`src/hdl/alb_pkg.sv`:
```
// ----------------------------------------------------------------------------
// alb_pkg
// Shared types and constants for the andon light and buzzer controller.
// ----------------------------------------------------------------------------
`default_nettype none

package alb_pkg;

    typedef enum logic [1:0] {
        MODE_GREEN  = 2'd0,
        MODE_YELLOW = 2'd1,
        MODE_RED    = 2'd2
    } t_mode;

    typedef struct packed {
        t_mode mode;
        logic  buzzer;
    } t_status;

    localparam int unsigned TIME_W = 32;
    localparam int unsigned PHASE_W = 2;
    localparam int unsigned TH_W = 11;
    localparam int unsigned LEVEL_W = 8;

    localparam logic [TIME_W-1:0] ENTRY_DELAY_MS = 32'd500;

    localparam logic [TH_W-1:0] TH_GREEN_ON   = 11'd2000;
    localparam logic [TH_W-1:0] TH_GREEN_OFF  = 11'd200;
    localparam logic [TH_W-1:0] TH_YELLOW_P0  = 11'd500;
    localparam logic [TH_W-1:0] TH_YELLOW_P1  = 11'd150;
    localparam logic [TH_W-1:0] TH_YELLOW_P2  = 11'd250;
    localparam logic [TH_W-1:0] TH_YELLOW_P3  = 11'd150;
    localparam logic [TH_W-1:0] TH_RED_TOGGLE = 11'd100;

    // x / 1000 == (x * RECIP_1000) >> RECIP_SHIFT for every 32-bit x
    localparam int unsigned RECIP_W = 29;
    localparam logic [RECIP_W-1:0] RECIP_1000 = 29'h10624DD3;
    localparam int unsigned RECIP_SHIFT = 38;
    localparam int unsigned PROD_W = TIME_W + RECIP_W;
    localparam int unsigned QUOT_W = PROD_W - RECIP_SHIFT;

    localparam int unsigned REM_W = 10;
    localparam logic [REM_W-1:0] BLANK_PERIOD_MS = 10'd1000;
    localparam logic [REM_W-1:0] BLANK_LEN_MS = 10'd100;

    localparam logic [LEVEL_W-1:0] FULL_LEVEL = 8'hFF;

endpackage

`default_nettype wire

```
`src/hdl/alb_state.sv`:
```
// ----------------------------------------------------------------------------
// alb_state
// Mode selection, buzzer phase sequencing and event time register.
// ----------------------------------------------------------------------------
`default_nettype none

module alb_state (
    input  wire logic                        i_clk,
    input  wire logic                        i_rst_n,
    input  wire logic                        i_step,
    input  wire logic [alb_pkg::TIME_W-1:0]  i_now,
    input  wire logic                        i_red,
    input  wire logic                        i_yellow,
    input  wire logic                        i_green,
    output alb_pkg::t_status                 o_status
);

    alb_pkg::t_mode               r_mode;
    alb_pkg::t_mode               n_mode;
    logic [alb_pkg::PHASE_W-1:0]  r_phase;
    logic [alb_pkg::PHASE_W-1:0]  n_phase;
    logic [alb_pkg::TIME_W-1:0]   r_last;
    logic [alb_pkg::TIME_W-1:0]   n_last;

    logic                         w_any;
    logic                         w_changed;
    logic                         w_own;
    logic                         w_has_rule;
    logic [alb_pkg::TH_W-1:0]     w_th;
    logic [alb_pkg::PHASE_W-1:0]  w_next;
    logic [alb_pkg::TIME_W-1:0]   w_elapsed;
    logic                         w_fire;

    always_comb begin
        w_any = i_red | i_yellow | i_green;
        if (i_red) begin
            n_mode = alb_pkg::MODE_RED;
        end else if (i_yellow) begin
            n_mode = alb_pkg::MODE_YELLOW;
        end else if (i_green) begin
            n_mode = alb_pkg::MODE_GREEN;
        end else begin
            n_mode = r_mode;
        end
        w_changed = w_any && (n_mode != r_mode);

        case (n_mode)
            alb_pkg::MODE_GREEN:  w_own = i_green;
            alb_pkg::MODE_YELLOW: w_own = i_yellow;
            alb_pkg::MODE_RED:    w_own = i_red;
            default:              w_own = 1'b0;
        endcase

        w_has_rule = 1'b1;
        w_th       = alb_pkg::TH_RED_TOGGLE;
        w_next     = 2'd0;
        case (n_mode)
            alb_pkg::MODE_GREEN: begin
                case (r_phase)
                    2'd0: begin w_th = alb_pkg::TH_GREEN_ON;  w_next = 2'd1; end
                    2'd1: begin w_th = alb_pkg::TH_GREEN_OFF; w_next = 2'd0; end
                    default: w_has_rule = 1'b0;
                endcase
            end
            alb_pkg::MODE_YELLOW: begin
                case (r_phase)
                    2'd0: begin w_th = alb_pkg::TH_YELLOW_P0; w_next = 2'd1; end
                    2'd1: begin w_th = alb_pkg::TH_YELLOW_P1; w_next = 2'd2; end
                    2'd2: begin w_th = alb_pkg::TH_YELLOW_P2; w_next = 2'd3; end
                    default: begin w_th = alb_pkg::TH_YELLOW_P3; w_next = 2'd0; end
                endcase
            end
            alb_pkg::MODE_RED: begin
                case (r_phase)
                    2'd0: begin w_th = alb_pkg::TH_RED_TOGGLE; w_next = 2'd1; end
                    2'd1: begin w_th = alb_pkg::TH_RED_TOGGLE; w_next = 2'd0; end
                    default: w_has_rule = 1'b0;
                endcase
            end
            default: w_has_rule = 1'b0;
        endcase

        // a fresh mode entry never fires; it sets the event time to now+500 (red, yellow) or now (green)
        w_elapsed = i_now - r_last;
        w_fire    = !w_changed && w_own && w_has_rule && !w_elapsed[alb_pkg::TIME_W-1]
                    && (w_elapsed >= {{(alb_pkg::TIME_W-alb_pkg::TH_W){1'b0}}, w_th});

        if (!w_own) begin
            n_phase = 2'd0;
        end else if (w_fire) begin
            n_phase = w_next;
        end else begin
            n_phase = r_phase;
        end

        if (w_changed) begin
            n_last = (i_red | i_yellow) ? (i_now + alb_pkg::ENTRY_DELAY_MS) : i_now;
        end else if (w_fire) begin
            n_last = i_now;
        end else begin
            n_last = r_last;
        end

        o_status.mode   = n_mode;
        o_status.buzzer = n_phase[0];
    end

    always_ff @(posedge i_clk) begin
        if (!i_rst_n) begin
            r_mode  <= alb_pkg::MODE_GREEN;
            r_phase <= '0;
            r_last  <= '0;
        end else if (i_step) begin
            r_mode  <= n_mode;
            r_phase <= n_phase;
            r_last  <= n_last;
        end
    end

    a_red_wins: assert property (@(posedge i_clk) disable iff (!i_rst_n)
        i_step && i_red |=> r_mode == alb_pkg::MODE_RED)
        else $error("red press did not select red mode");

    a_release_clears: assert property (@(posedge i_clk) disable iff (!i_rst_n)
        i_step && !w_own |=> r_phase == 2'd0)
        else $error("phase not cleared on release");

    a_hold_idle: assert property (@(posedge i_clk) disable iff (!i_rst_n)
        !i_step |=> $stable(r_phase) && $stable(r_last) && $stable(r_mode))
        else $error("state changed without a step");

    a_entry_no_fire: assert property (@(posedge i_clk) disable iff (!i_rst_n)
        i_step && w_changed && w_own |=> r_phase == $past(r_phase))
        else $error("phase advanced on mode entry");

endmodule

`default_nettype wire

```
`src/hdl/alb_blank.sv`:
```
// ----------------------------------------------------------------------------
// alb_blank
// Two-stage time mod 1000 check: reciprocal multiply, then remainder compare.
// ----------------------------------------------------------------------------
`default_nettype none

module alb_blank (
    input  wire logic                        i_clk,
    input  wire logic                        i_load,
    input  wire logic [alb_pkg::TIME_W-1:0]  i_now,
    output logic                             o_blank
);

    logic [alb_pkg::PROD_W-1:0]  w_prod;
    logic [alb_pkg::QUOT_W-1:0]  r_quot;
    logic [alb_pkg::REM_W-1:0]   r_now_lo;
    logic [alb_pkg::REM_W-1:0]   w_qk_lo;
    logic [alb_pkg::REM_W-1:0]   w_rem;

    assign w_prod = {{alb_pkg::RECIP_W{1'b0}}, i_now}
                  * {{alb_pkg::TIME_W{1'b0}}, alb_pkg::RECIP_1000};

    always_ff @(posedge i_clk) begin
        if (i_load) begin
            r_quot   <= w_prod[alb_pkg::PROD_W-1:alb_pkg::RECIP_SHIFT];
            r_now_lo <= i_now[alb_pkg::REM_W-1:0];
        end
    end

    // remainder is below 1024, so the low bits of the difference are exact
    assign w_qk_lo = r_quot[alb_pkg::REM_W-1:0] * alb_pkg::BLANK_PERIOD_MS;
    assign w_rem   = r_now_lo - w_qk_lo;
    assign o_blank = (w_rem < alb_pkg::BLANK_LEN_MS);

endmodule

`default_nettype wire

```
`src/hdl/andon_light_buzzer_controller_core.sv`:
```
// ----------------------------------------------------------------------------
// andon_light_buzzer_controller_core
// Button sampled andon lamp, pixel and buzzer controller, three-stage pipe.
//
//   channel  | direction | handshake          | payload
//   ---------+-----------+--------------------+-----------------------------------
//   sample   | in        | i_valid / o_ready  | i_now_ms, i_*_pressed
//   result   | out       | o_valid / i_ready  | o_mode, lamps, o_buzzer, o_pixel_*
//
// one transfer per clock sustained while results are taken downstream
// a sample passes the input register, the multiply register and the result register
// mode, phase and event time update in the cycle a sample leaves the input register
// synchronous active-low reset empties every stage and restores green mode
// a stalled result holds its stage; upstream stages keep filling until full
// ----------------------------------------------------------------------------
`default_nettype none

module andon_light_buzzer_controller_core (
    input  wire logic                          i_clk,
    input  wire logic                          i_rst_n,
    input  wire logic                          i_valid,
    output logic                               o_ready,
    input  wire logic [alb_pkg::TIME_W-1:0]    i_now_ms,
    input  wire logic                          i_red_pressed,
    input  wire logic                          i_yellow_pressed,
    input  wire logic                          i_green_pressed,
    output logic                               o_valid,
    input  wire logic                          i_ready,
    output logic [1:0]                         o_mode,
    output logic                               o_red_lamp,
    output logic                               o_yellow_lamp,
    output logic                               o_green_lamp,
    output logic                               o_buzzer,
    output logic [alb_pkg::LEVEL_W-1:0]        o_pixel_red,
    output logic [alb_pkg::LEVEL_W-1:0]        o_pixel_green
);

    logic                          r_s1_vld;
    logic [alb_pkg::TIME_W-1:0]    r_s1_now;
    logic                          r_s1_red;
    logic                          r_s1_yellow;
    logic                          r_s1_green;

    logic                          r_s2_vld;
    alb_pkg::t_status              r_s2_status;

    logic                          r_o_vld;
    logic [1:0]                    r_o_mode;
    logic                          r_o_red_lamp;
    logic                          r_o_yellow_lamp;
    logic                          r_o_green_lamp;
    logic                          r_o_buzzer;
    logic [alb_pkg::LEVEL_W-1:0]   r_o_pixel_red;
    logic [alb_pkg::LEVEL_W-1:0]   r_o_pixel_green;

    logic                          w_out_rdy;
    logic                          w_s2_rdy;
    logic                          w_s1_rdy;
    logic                          w_s1_move;
    logic                          w_s2_move;
    alb_pkg::t_status              w_status;
    logic                          w_blank;

    assign w_out_rdy = !r_o_vld || i_ready;
    assign w_s2_rdy  = !r_s2_vld || w_out_rdy;
    assign w_s1_rdy  = !r_s1_vld || w_s2_rdy;
    assign w_s1_move = r_s1_vld && w_s2_rdy;
    assign w_s2_move = r_s2_vld && w_out_rdy;

    alb_state u_state (
        .i_clk    (i_clk),
        .i_rst_n  (i_rst_n),
        .i_step   (w_s1_move),
        .i_now    (r_s1_now),
        .i_red    (r_s1_red),
        .i_yellow (r_s1_yellow),
        .i_green  (r_s1_green),
        .o_status (w_status)
    );

    alb_blank u_blank (
        .i_clk   (i_clk),
        .i_load  (w_s1_move),
        .i_now   (r_s1_now),
        .o_blank (w_blank)
    );

    // valid bits
    always_ff @(posedge i_clk) begin
        if (!i_rst_n) begin
            r_s1_vld <= 1'b0;
            r_s2_vld <= 1'b0;
            r_o_vld  <= 1'b0;
        end else begin
            if (w_s1_rdy) begin
                r_s1_vld <= i_valid;
            end
            if (w_s2_rdy) begin
                r_s2_vld <= r_s1_vld;
            end
            if (w_out_rdy) begin
                r_o_vld <= r_s2_vld;
            end
        end
    end

    // payload
    always_ff @(posedge i_clk) begin
        if (w_s1_rdy && i_valid) begin
            r_s1_now    <= i_now_ms;
            r_s1_red    <= i_red_pressed;
            r_s1_yellow <= i_yellow_pressed;
            r_s1_green  <= i_green_pressed;
        end
        if (w_s1_move) begin
            r_s2_status <= w_status;
        end
        if (w_s2_move) begin
            r_o_mode        <= r_s2_status.mode;
            r_o_red_lamp    <= (r_s2_status.mode == alb_pkg::MODE_RED);
            r_o_yellow_lamp <= (r_s2_status.mode == alb_pkg::MODE_YELLOW);
            r_o_green_lamp  <= (r_s2_status.mode == alb_pkg::MODE_GREEN);
            r_o_buzzer      <= r_s2_status.buzzer;
            r_o_pixel_red   <= (!w_blank && r_s2_status.mode != alb_pkg::MODE_GREEN)
                               ? alb_pkg::FULL_LEVEL : '0;
            r_o_pixel_green <= (!w_blank && r_s2_status.mode != alb_pkg::MODE_RED)
                               ? alb_pkg::FULL_LEVEL : '0;
        end
    end

    assign o_ready       = w_s1_rdy;
    assign o_valid       = r_o_vld;
    assign o_mode        = r_o_mode;
    assign o_red_lamp    = r_o_red_lamp;
    assign o_yellow_lamp = r_o_yellow_lamp;
    assign o_green_lamp  = r_o_green_lamp;
    assign o_buzzer      = r_o_buzzer;
    assign o_pixel_red   = r_o_pixel_red;
    assign o_pixel_green = r_o_pixel_green;

endmodule

`default_nettype wire
```
`config.mk`:
```
export PLATFORM = sky130hd
export DESIGN_NAME = andon_light_buzzer_controller_core
export DESIGN_NICKNAME = d
export VERILOG_FILES = /design/src/hdl/alb_pkg.sv /design/src/hdl/alb_state.sv /design/src/hdl/alb_blank.sv /design/src/hdl/andon_light_buzzer_controller_core.sv
export SDC_FILE = /design/constraint.sdc
export NUM_CORES = 1
export LEC_CHECK = 0
export BUFFER_PORTS_ARGS = -buffer_cell sky130_fd_sc_hd__buf_2
export CORE_UTILIZATION = 43
export DETAILED_ROUTE_END_ITERATION = 10
export RECOVER_POWER = 50
export SLEW_MARGIN = 20
export SYNTH_ARGS = -nofsm -noshare
export SYNTH_HDL_FRONTEND = slang
export SYNTH_SLANG_ARGS = --single-unit
```
`constraint.sdc`:
```
create_clock -name i_clk -period 11.9 [get_ports i_clk]
set_input_delay 1.19 -clock i_clk [delete_from_list [all_inputs] [get_ports i_clk]]
set_output_delay 1.19 -clock i_clk [all_outputs]
set_load 0.05 [all_outputs]
```
==> results of run 1 <==
## layout make-up
class	instances	area [sq um]
fillers	4195	23200
well taps	585	732
multi-input cells	1260	14200
clock inverters	7	75.1
repair buffers	69	327
clock buffers	9	225
inverters	534	2000
flip-flops and latches	100	2610
## path summary, 6_finish.rpt
path | cells past startpoint | slack (ns) | endpoint
min | 0 | 0.43 | o_buzzer
max reg2reg | 26 | 3.68 | u_blank.r_quot[2]
max | 26 | 3.68 | u_blank.r_quot[2]
min reg2reg | 0 | 0.43 | o_buzzer
## layer usage
layer,track usage (%),share of wire (%),vias up
met4,3.18,1.1,0
li1,-,-,6212
met3,3.55,5.7,39
met5,0,0,-
met2,38.4,48,264
met1,31.9,45,6531
## per-stage QoR
stage                     worst slack, ns  cell area [sq um]
final                                3.68              20100
after global routing                 3.13              20100
after CTS                            4.05              20200
after detailed placement             4.09              19900
after global placement               4.20              19900
after floorplan                      4.85              19000
## state kept, by name, indices dropped and copies added, names as in the netlist
signal and flops:
u_state.r_mode 2, o_red_lamp 1, r_s2_status 3, o_buzzer 1
u_state.r_last 32, o_valid 1, o_pixel_green 1, u_blank.r_now_lo 8
o_yellow_lamp 1, r_s1_vld 1, u_state.r_phase 2, o_mode 2
r_s1_green 1, r_s1_red 1, o_pixel_red 1, r_s2_vld 1
o_green_lamp 1, r_s1_yellow 1, r_s1_now 32, u_blank.r_quot 7
## worst reg2reg max path, stage by stage (launching register included)
cell and delay, ns:
edfxtp_1 0.33, clkbuf_1 1.00, inv_1 0.19, ha_1 0.39, fa_1 0.47, fa_1 0.57, inv_1 0.06, fa_1 0.50
inv_1 0.05, fa_1 0.50, inv_1 0.05, fa_1 0.47, inv_1 0.05, fa_1 0.53, inv_1 0.06, fa_1 0.50
inv_1 0.04, ha_1 0.29, and3_1 0.16, nand3_1 0.10, o211ai_1 0.37, a221oi_1 0.13, o21ai_0 0.40, a31oi_1 0.21
o21ai_0 0.29, a21oi_1 0.14, xnor2_1 0.14
## cell usage in the layout (no fill, tap or decap), drive strengths merged, types with 4 or more instances in the layout
cell type / Yosys / final
a211oi: 6 / 6
ha: 372 / 372
or3: 8 / 8
o211ai: 11 / 11
a21oi: 69 / 69
clkbuf: 15 / 30
dfxtp: 39 / 39
and3: 10 / 10
nor4: 9 / 9
fa: 283 / 283
nor3: 15 / 15
nor2: 43 / 43
nand3: 22 / 22
and2: 6 / 6
inv: 534 / 538
mux2i: 32 / 32
nand2b: 5 / 5
a21boi: 7 / 7
buf: 27 / 48
xnor2: 71 / 71
o21ai: 32 / 32
o21a: 13 / 13
nor2b: 16 / 16
o22ai: 5 / 5
a31oi: 5 / 5
nand4: 13 / 13
edfxtp: 61 / 61
a221oi: 4 / 4
xor2: 13 / 13
a21o: 27 / 27
nand2: 115 / 115
## cells by family (layout without fill, tap and decap cells)
group,Yosys count,count (layout)
fa+ha+maj,655,655
buf+inv,576,619
simple gates,274,274
compound gates,214,214
flops,100,100
xor+xnor,84,84
mux,33,33
==> impl_results.md, run 1 <==
* CTS Hold Bufs at 0
* Largest net degree at the start of global routing at 72
* Number of clock sinks at 100
* Port bufs at 62
* Buf/Inv on CP at 8
* Largest family of logic cells by synthesized area: adder cells
* Finished Layout Cells at 2564
* H-tree level count at 3
* Most frequent cell after synthesis: inv_1
* CP required at 12.03 ns
* # diodes at 0
* # nets final at 2668
* Post-Route WL at 48700 microns
* Starting DRT DRC Count at 797
* CP arrival at 8.35 ns
* Syn. warnings at 0
* Final worst path period need at 8.22 ns
* Layout cells sized above 1 at 4.19%
* Synth Instances at 1936
* CTS tree: built
* Setup Buffers After CTS at 0
* Launch point of the worst reg-to-reg path: r_s1_now[8]
* Synth top area cells: fa_1, ha_1, inv_1
* Compound-cell area share of the yosys netlist at 7.55%
* Initial core utilization at 43.9%
* Syn Area/Cell at 9.84 sq um
* Worst Max-Slew Pin Slew at 3.27 ns
* Worst hold slack at 0.427 ns
* Synth Area in Simple Gates at 6.96%
* Vias in the first global route at 13700
* RSZ-0062 raised after global routing: no
* Setup crit end kind: flop
* GP Congestion at 0.951
* CP max stage cell: clkbuf_1
* Fmax at 122 MHz
* HP Start: r_s2_status[0]
* Cts bufs inserted at 9
* Final period utilization at 69.1%
* Synth Flop Type: edfxtp_1
* Slew Viols, Final at 101
* EDFF count, synth at 61
* Final setup viols at 0
* CORE AREA at 43400 sq um
* Family with the most delay on the worst path: adder cells
* Clk_lat worst skew at 0.37 ns
* Final Hold Fails at 0
* Area Growth Syn to Fin at 5.72%
* Seq cells post-synth at 100
* GR Overflow Total at 0
* Status: finished with violations
* Netlist cell types at 72
* DR pass1 iterations at 5
* Crit Path Class: reg2reg
* Post-CTS Resized at 0
* Final HPWL DP at 41300 microns
* Fin Setup TNS at 0 ns
* Routed wire length per instance at 19.0 microns
* Sequential cell area fraction in the yosys report at 13.7%
* Cells after DPL at 2548
* Vias at 13000
* Hold Crit Class: reg2reg
* Rows at 76
* Clock transition at the registers of the reported paths at 0.08 ns
* Share of Yosys cell area claimed by the top area cell type at 29.7%
* Slew HR at -118%
* DIE WIDTH at 212 microns
* CTS root buffer: clkbuf_16
* Die area at 45100 sq um
* Post-synth top cells: inv_1, ha_1, fa_1
* Overall Global Routing Usage at 22.9%
* Mux cell area share after synthesis at 1.76%
* Io pins at 63
* Crit Path Max Fanout at 15
* DRC violations left at 0
* Failing checks: capacitance limit, slew limit
* XOR/XNOR share of the synthesized area at 3.86%
* Post-Syn Nets at 2630
* Clock Skew at 0.0128 ns
* Antenna-violating nets left at 0
* Crit path launch type: flop
* Synth async-reset ratio at 0%
* Die Y at 212 microns
* Yosys top cell by area: fa_1
* First-pass GRT wire length at 77200 microns
* Maxcap violations at 2
* Post-synthesis cell area at 19000 sq um
* Initial antenna violation count at 0
* Adder-cell share of the synthesized area at 54.2%
* Critical Path Max Stage Delay at 1.00 ns
* Vias/cell at 5.09
* Final Util at 46.4%
* CTS max path bufs at 2
* Crit path launch: r_s1_now[8]
Power of run 1 is not shown: default switching activity piles up to over one toggle a cycle in this logic, so the estimate is an artifact.
==> run 2: changes to the inputs <==
Clock period 11.9 ns to 6.7 ns, I/O delays scaled along.
==> run 2 against run 1 <==
  * The flow finishes with violations (capacitance limit, slew limit, setup timing)
  * Cell count is 8.3% higher
  * Fmax is 18% higher
  * Core utilization is 6.2 points higher
  * Hold slack better by 0.0031 ns
  * Critical path depth is 1 higher
  * Wire length is 6.9% higher
  * Register-to-register slack worse by 3.9 ns
  * Clock skew is 0.0038 ns higher
  * Critical path type unchanged
==> impl_results.md, run 2 (synthesized netlist as in run 1, its figures left out) <==
* Status: finished with violations (unchanged)
* Failing checks: capacitance limit, slew limit, setup timing (was capacitance limit, slew limit)
* CP max stage cell: fa_1 (was clkbuf_1)
* Fin area at 22800 sq um (was 20100 sq um)
* Routed wire length per instance at 18.8 microns (was 19.0 microns)
* CTS Hold Bufs at 0 (unchanged)
* Post-Route WL at 52100 microns (was 48700 microns)
* Rows at 76 (unchanged)
* Final setup viols at 3 (was 0)
* First-pass GRT wire length at 81100 microns (was 77200 microns)
* Maxcap violations at 3 (was 2)
* DRC violations left at 0 (unchanged)
* H-tree level count at 3 (unchanged)
* Starting DRT DRC Count at 568 (was 797)
* CTS root buffer: clkbuf_16 (unchanged)
* Hold Crit Class: reg2reg (unchanged)
* Final Hold Fails at 0 (unchanged)
* Slew Viols, Final at 137 (was 101)
* Slew HR at -110% (was -118%)
* Die Y at 212 microns (unchanged)
* Crit path launch type: flop (unchanged)
* GP Congestion at 0.940 (was 0.951)
* Most frequent cells in the layout: inv_1, ha_1, fa_1, buf_4, nand2_1 (was inv_1, ha_1, fa_1, nand2_1, xnor2_1)
* # diodes at 0 (unchanged)
* CTS tree: built (unchanged)
* Vias in the first global route at 14700 (was 13700)
* Final worst path period need at 6.95 ns (was 8.22 ns)
* Port bufs at 62 (unchanged)
* Placed cell areas at 21300 sq um (was 19900 sq um)
* Largest regs: r_s1_now (32), u_state.r_last (32), u_blank.r_now_lo (8) (unchanged)
* Vias/cell at 5.01 (was 5.09)
* Area Growth Syn to Fin at 19.8% (was 5.72%)
* Clk_lat worst skew at 0.39 ns (was 0.37 ns)
* Most used cell along the critical path: fa_1
* CORE AREA at 43400 sq um (unchanged)
* Final HPWL DP at 44500 microns (was 41300 microns)
* Die area at 45100 sq um (unchanged)
* Largest net degree at the start of global routing at 72 (unchanged)
* Crit Path Class: reg2reg (unchanged)
* Clock Skew at 0.0166 ns (was 0.0128 ns)
* R2R Setup Slk at -0.25 ns (was 3.68 ns)
* Clock transition at the registers of the reported paths at 0.08 ns (about the same)
* Crit Path Max Fanout at 3 (was 15)
* Critical Path Max Stage Delay at 0.50 ns (was 1.00 ns)
* Dpl ws at -0.570 ns (was 4.09 ns)
* Vias at 13900 (was 13000)
* GR Overflow Total at 0 (unchanged)
* Antenna-violating nets left at 0 (unchanged)
* Initial core utilization at 43.9% (unchanged)
* Commonest non-fill, non-tap cell in the layout: inv_1 (unchanged)
* # nets final at 2882 (was 2668)
* CP arrival at 7.09 ns (was 8.35 ns)
* Final period utilization at 104% (was 69.1%)
* Layout cells sized above 1 at 20.0% (was 4.19%)
* RSZ-0062 raised after global routing: yes (was no)
* CP required at 6.84 ns (was 12.03 ns)
* Io pins at 63 (unchanged)
* DIE WIDTH at 212 microns (unchanged)
* Setup crit end kind: flop (unchanged)
* Number of clock sinks at 100 (unchanged)
* Final WS setup at -0.250 ns (was 3.68 ns)
* Overall Global Routing Usage at 24.1% (was 22.9%)
* Cts bufs inserted at 9 (unchanged)
* Worst Max-Slew Pin Slew at 3.15 ns (was 3.27 ns)
* DR pass1 iterations at 5 (unchanged)
* Initial antenna violation count at 1 (was 0)
* Fmax at 144 MHz (was 122 MHz)
* CTS max path bufs at 2 (unchanged)
-- run 2: timing repair --
item                                    in CTS  in global routing
endpoints found under the setup margin       7                  7
buffers inserted                            44                 18
pin swaps                                   86                 79
resized for setup                           90                 74
hold endpoints to repair                     0                  0
-- run 2: worst paths after layout --
check | start | endpoint | cells after the start
worst max register to register | r_s1_now[18] | u_blank.r_quot[5] | 27
worst min register to register | r_s2_status[0] | o_buzzer | 0
worst max-delay path | r_s1_now[18] | u_blank.r_quot[5] | 27
worst min-delay path | r_s2_status[0] | o_buzzer | 0
-- run 2: per-layer routing --
layer	global-route usage (%)	routed length [microns]	vias to the layer above
li1	-	-	6643
met1	32.2	23200	6935
met2	40.3	25100	273
met3	4.43	2560	65
met4	5.51	1190	0
met5	0	0	-
-- run 2: area by class of cell --
class / instances / area, sq um
clock buffers: 9 / 225
clock inverters: 7 / 70.1
well taps: 585 / 732
fillers: 3984 / 20500
multi-input cells: 1260 / 15100
flip-flops and latches: 100 / 2610
repair buffers: 283 / 2050
inverters: 534 / 2000
-- run 2: stage by stage --
stage	TNS [ns]	utilization, %	hold slack [ns]	instances
after floorplan	0	-	0.400	1936
after global placement	-1.91	49.2	0.413	2711
after detailed placement	-2.51	49.2	0.420	2711
after CTS	-0.441	51.7	0.439	2767
after global routing	-1.48	52.6	0.441	2778
final	-0.568	52.6	0.430	2778
-- run 2: critical path: cells and delay by family (launching register included) --
kind / cells / cell delay, ns
AND/OR/NAND/NOR: 2 / 0.26
AO/OA/AOI/OAI: 9 / 1.78
buffers and inverters: 7 / 0.58
adder cells (fa/ha/maj): 9 / 3.61
flip-flops: 1 / 0.44
Power of run 2 is left out for the same reason.
==> run 3: changes to the inputs <==
Settings changed: SKIP_LAST_GASP set to 1, SYNTH_HIERARCHICAL set to 1.
==> run 3 against run 2 <==
  * The run ends with capacitance limit, slew limit left
  * Die area rose by 4.7%
  * Global-route usage barely moved
  * Register-to-register slack improved by 0.41 ns
  * Core utilization fell by 3.9 points
  * Via count rose by 7.7%
  * Critical endpoint is now u_blank/r_quot[6]
==> impl_results.md, run 3 <==
* Final period utilization at 97.6% (was 104%)
* Launch point of the worst reg-to-reg path: r_s1_now[10] (was r_s1_now[18])
* Synth top area cells: fa_1, ha_1, inv_1 (unchanged)
* Post-Syn Nets at 2750 (was 2630)
* GP Congestion at 0.922 (was 0.940)
* R2R Setup Slk at 0.16 ns (was -0.25 ns)
* Final setup viols at 0 (was 3)
* Final Hold Fails at 0 (unchanged)
* Final worst path period need at 6.54 ns (was 6.95 ns)
* Largest regs: r_s1_now (32), u_state/r_last (32), u_blank/r_now_lo (8) (was r_s1_now (32), u_state.r_last (32), u_blank.r_now_lo (8))
* Seq cells post-synth at 100 (unchanged)
* EDFF count, synth at 61 (unchanged)
* DIE WIDTH at 217 microns (was 212 microns)
* Netlist cell types at 82 (was 72)
* Synth Flop Type: edfxtp_1 (unchanged)
* Overall Global Routing Usage at 24.1% (about the same)
* Worst Max-Slew Pin Slew at 2.40 ns (was 3.15 ns)
* Area Growth Syn to Fin at 11.4% (was 19.8%)
* Cts bufs inserted at 9 (unchanged)
* Post-synth top cells: inv_1, ha_1, fa_1 (unchanged)
* Sequential cell area fraction in the yosys report at 13.1% (was 13.7%)
* Syn Area/Cell at 9.67 sq um (was 9.84 sq um)
* Final Util at 48.8% (was 52.6%)
* Hold Crit Class: reg2reg (unchanged)
* Crit path launch type: flop (unchanged)
* Most frequent cell after synthesis: inv_1 (unchanged)
* Die area at 47300 sq um (was 45100 sq um)
* Slew HR at -59.7% (was -110%)
* Initial antenna violation count at 1 (unchanged)
* Maxcap violations at 2 (was 3)
* Rows at 78 (was 76)
* # nets final at 2884 (was 2882)
* Io pins at 63 (unchanged)
* Reg2reg end: u_blank/r_quot[6] (was u_blank.r_quot[5])
* CTS max path bufs at 2 (unchanged)
* H-tree level count at 3 (unchanged)
* Final HPWL DP at 46200 microns (was 44500 microns)
* Fmax at 153 MHz (was 144 MHz)
* CTS tree: built (unchanged)
* Most frequent cells in the layout: inv_1, ha_1, fa_1, buf_4, nand2_1 (unchanged)
* CP arrival at 6.67 ns (was 7.09 ns)
* Status: finished with violations (unchanged)
* Antenna-violating nets left at 0 (unchanged)
* Clk_lat worst skew at 0.40 ns (was 0.39 ns)
* CP required at 6.83 ns (was 6.84 ns)
* Clock transition at the registers of the reported paths at 0.08 ns (about the same)
* Vias in the first global route at 15400 (was 14700)
* Synth async-reset ratio at 0% (unchanged)
* CTS Hold Bufs at 0 (unchanged)
* Synth Instances at 2063 (was 1936)
* Clock Skew at 0.0121 ns (was 0.0166 ns)
* Commonest non-fill, non-tap cell in the layout: inv_1 (unchanged)
* Yosys top cell by area: fa_1 (unchanged)
* Die Y at 217 microns (was 212 microns)
* Syn. warnings at 6 (was 0)
* DRC violations left at 0 (unchanged)
* Crit Path Max Fanout at 4 (was 3)
* Post-synthesis cell area at 19900 sq um (was 19000 sq um)
* Crit path launch: r_s1_now[10] (was r_s1_now[18])
* Crit path to: u_blank/r_quot[6] (was u_blank.r_quot[5])
* Vias/cell at 5.35 (was 5.01)
* R2R depth at 22 (was 27)
* Hold Path Cell Cnt at 0 (unchanged)
* Failing checks: capacitance limit, slew limit (was capacitance limit, slew limit, setup timing)
* Initial core utilization at 43.8% (was 43.9%)
* Crit Path Class: reg2reg (unchanged)
* CTS root buffer: clkbuf_16 (unchanged)
* Largest net degree at the start of global routing at 36 (was 72)
* Routed wire length per instance at 19.6 microns (was 18.8 microns)
* DR pass1 iterations at 5 (unchanged)
* CORE AREA at 45600 sq um (was 43400 sq um)
* Number of clock sinks at 100 (unchanged)
* GR Overflow Total at 0 (unchanged)
* First-pass GRT wire length at 86500 microns (was 81100 microns)
* Starting DRT DRC Count at 937 (was 568)
* Port bufs at 62 (unchanged)
* Share of Yosys cell area claimed by the top area cell type at 28.4% (was 29.7%)
* Layout cells sized above 1 at 12.5% (was 20.0%)
* Vias at 15000 (was 13900)
* Setup crit end kind: flop (unchanged)
* Post-Route WL at 54900 microns (was 52100 microns)
* # diodes at 0 (unchanged)
* Slew Viols, Final at 61 (was 137)
-- run 3: cell types whose count changed in the layout (fill, tap and decap cells not counted), moves of 18 or more --
cell / before / now
buf_4: 185 / 108
mux2i_1: 31 / 9
ha_1: 311 / 347
ha_4: 53 / 17
nand4_1: 12 / 30
nor4_1: 8 / 36
inv_2: 19 / 1
buf_6: 24 / 5
a211oi_2: 1 / 25
nand2_1: 115 / 76
-- run 3: final cells by class --
cell class                 instances  area [sq um]
clock inverter                     7          68.8
inverter                         533          2000
sequential                       100          2610
timing repair buffer             181          1210
multi-input combinational       1372         15400
tap                              600           751
clock buffer                       9           225
fill                            4265         23400
-- run 3: cell families after synthesis --
logic type / synth area share, %
fa+ha+maj: 51.3
buf+inv: 11.8
simple gates: 8.90
compound gates: 10.8
flops: 13.1
xor+xnor: 3.56
mux: 0.621
-- run 3: what timing repair did --
action,in CTS,in global routing
gates resized for setup,5,61
setup buffers,20,26
pin swaps,1,32
setup endpoints to repair,2,6
-- run 3: through the flow --
stage / cell area, sq um / hold WS [ns] / setup WS, ns / cells / setup TNS, ns
after global routing: 22200 / 0.434 / -0.0351 / 2802 / -0.0818
after global placement: 21200 / 0.411 / -0.228 / 2740 / -0.428
after floorplan: 19900 / 0.400 / 0.309 / 2063 / 0
final: 22200 / 0.428 / 0.163 / 2802 / 0
after detailed placement: 21200 / 0.411 / -0.352 / 2740 / -0.689
after CTS: 21700 / 0.429 / 0.0190 / 2776 / 0
-- run 3: how the worst min path moves through the flow --
stage | from | to | slack (ns)
6_report | r_s2_status[0] | o_buzzer | 0.43
4_1_cts | r_s2_status[0] | o_buzzer | 0.43
2_1_floorplan | r_s2_status[0] | o_buzzer | 0.40
5_1_grt | i_now_ms[31] | r_s1_now[31] | 0.43
3_5_place_dp | r_s2_status[0] | o_buzzer | 0.41
3_3_place_gp | r_s2_status[0] | o_buzzer | 0.41
-- run 3: critical path, stage by stage, from the launching register on --
cell and delay [ns]:
edfxtp_1 0.52, buf_4 0.20, ha_1 0.31, fa_1 0.43
fa_1 0.54, inv_1 0.05, fa_1 0.37, inv_1 0.09
fa_1 0.46, fa_1 0.51, fa_1 0.52, inv_1 0.05
fa_1 0.50, inv_1 0.06, ha_4 0.27, nand4_1 0.21
nor4_4 0.36, o211ai_1 0.16, a41oi_2 0.20, buf_6 0.15
o21ai_1 0.06, a21oi_1 0.17, xnor2_1 0.08
-- run 3: metal layers --
layer | up-vias | part of all wire (%) | GRT usage, %
met5 | - | 0.033 | 0
met4 | 2 | 2.1 | 6.41
met3 | 55 | 5.1 | 3.69
met2 | 346 | 46 | 37.9
met1 | 7508 | 47 | 34.5
li1 | 7083 | - | -
Power of run 3 is left out for the same reason.
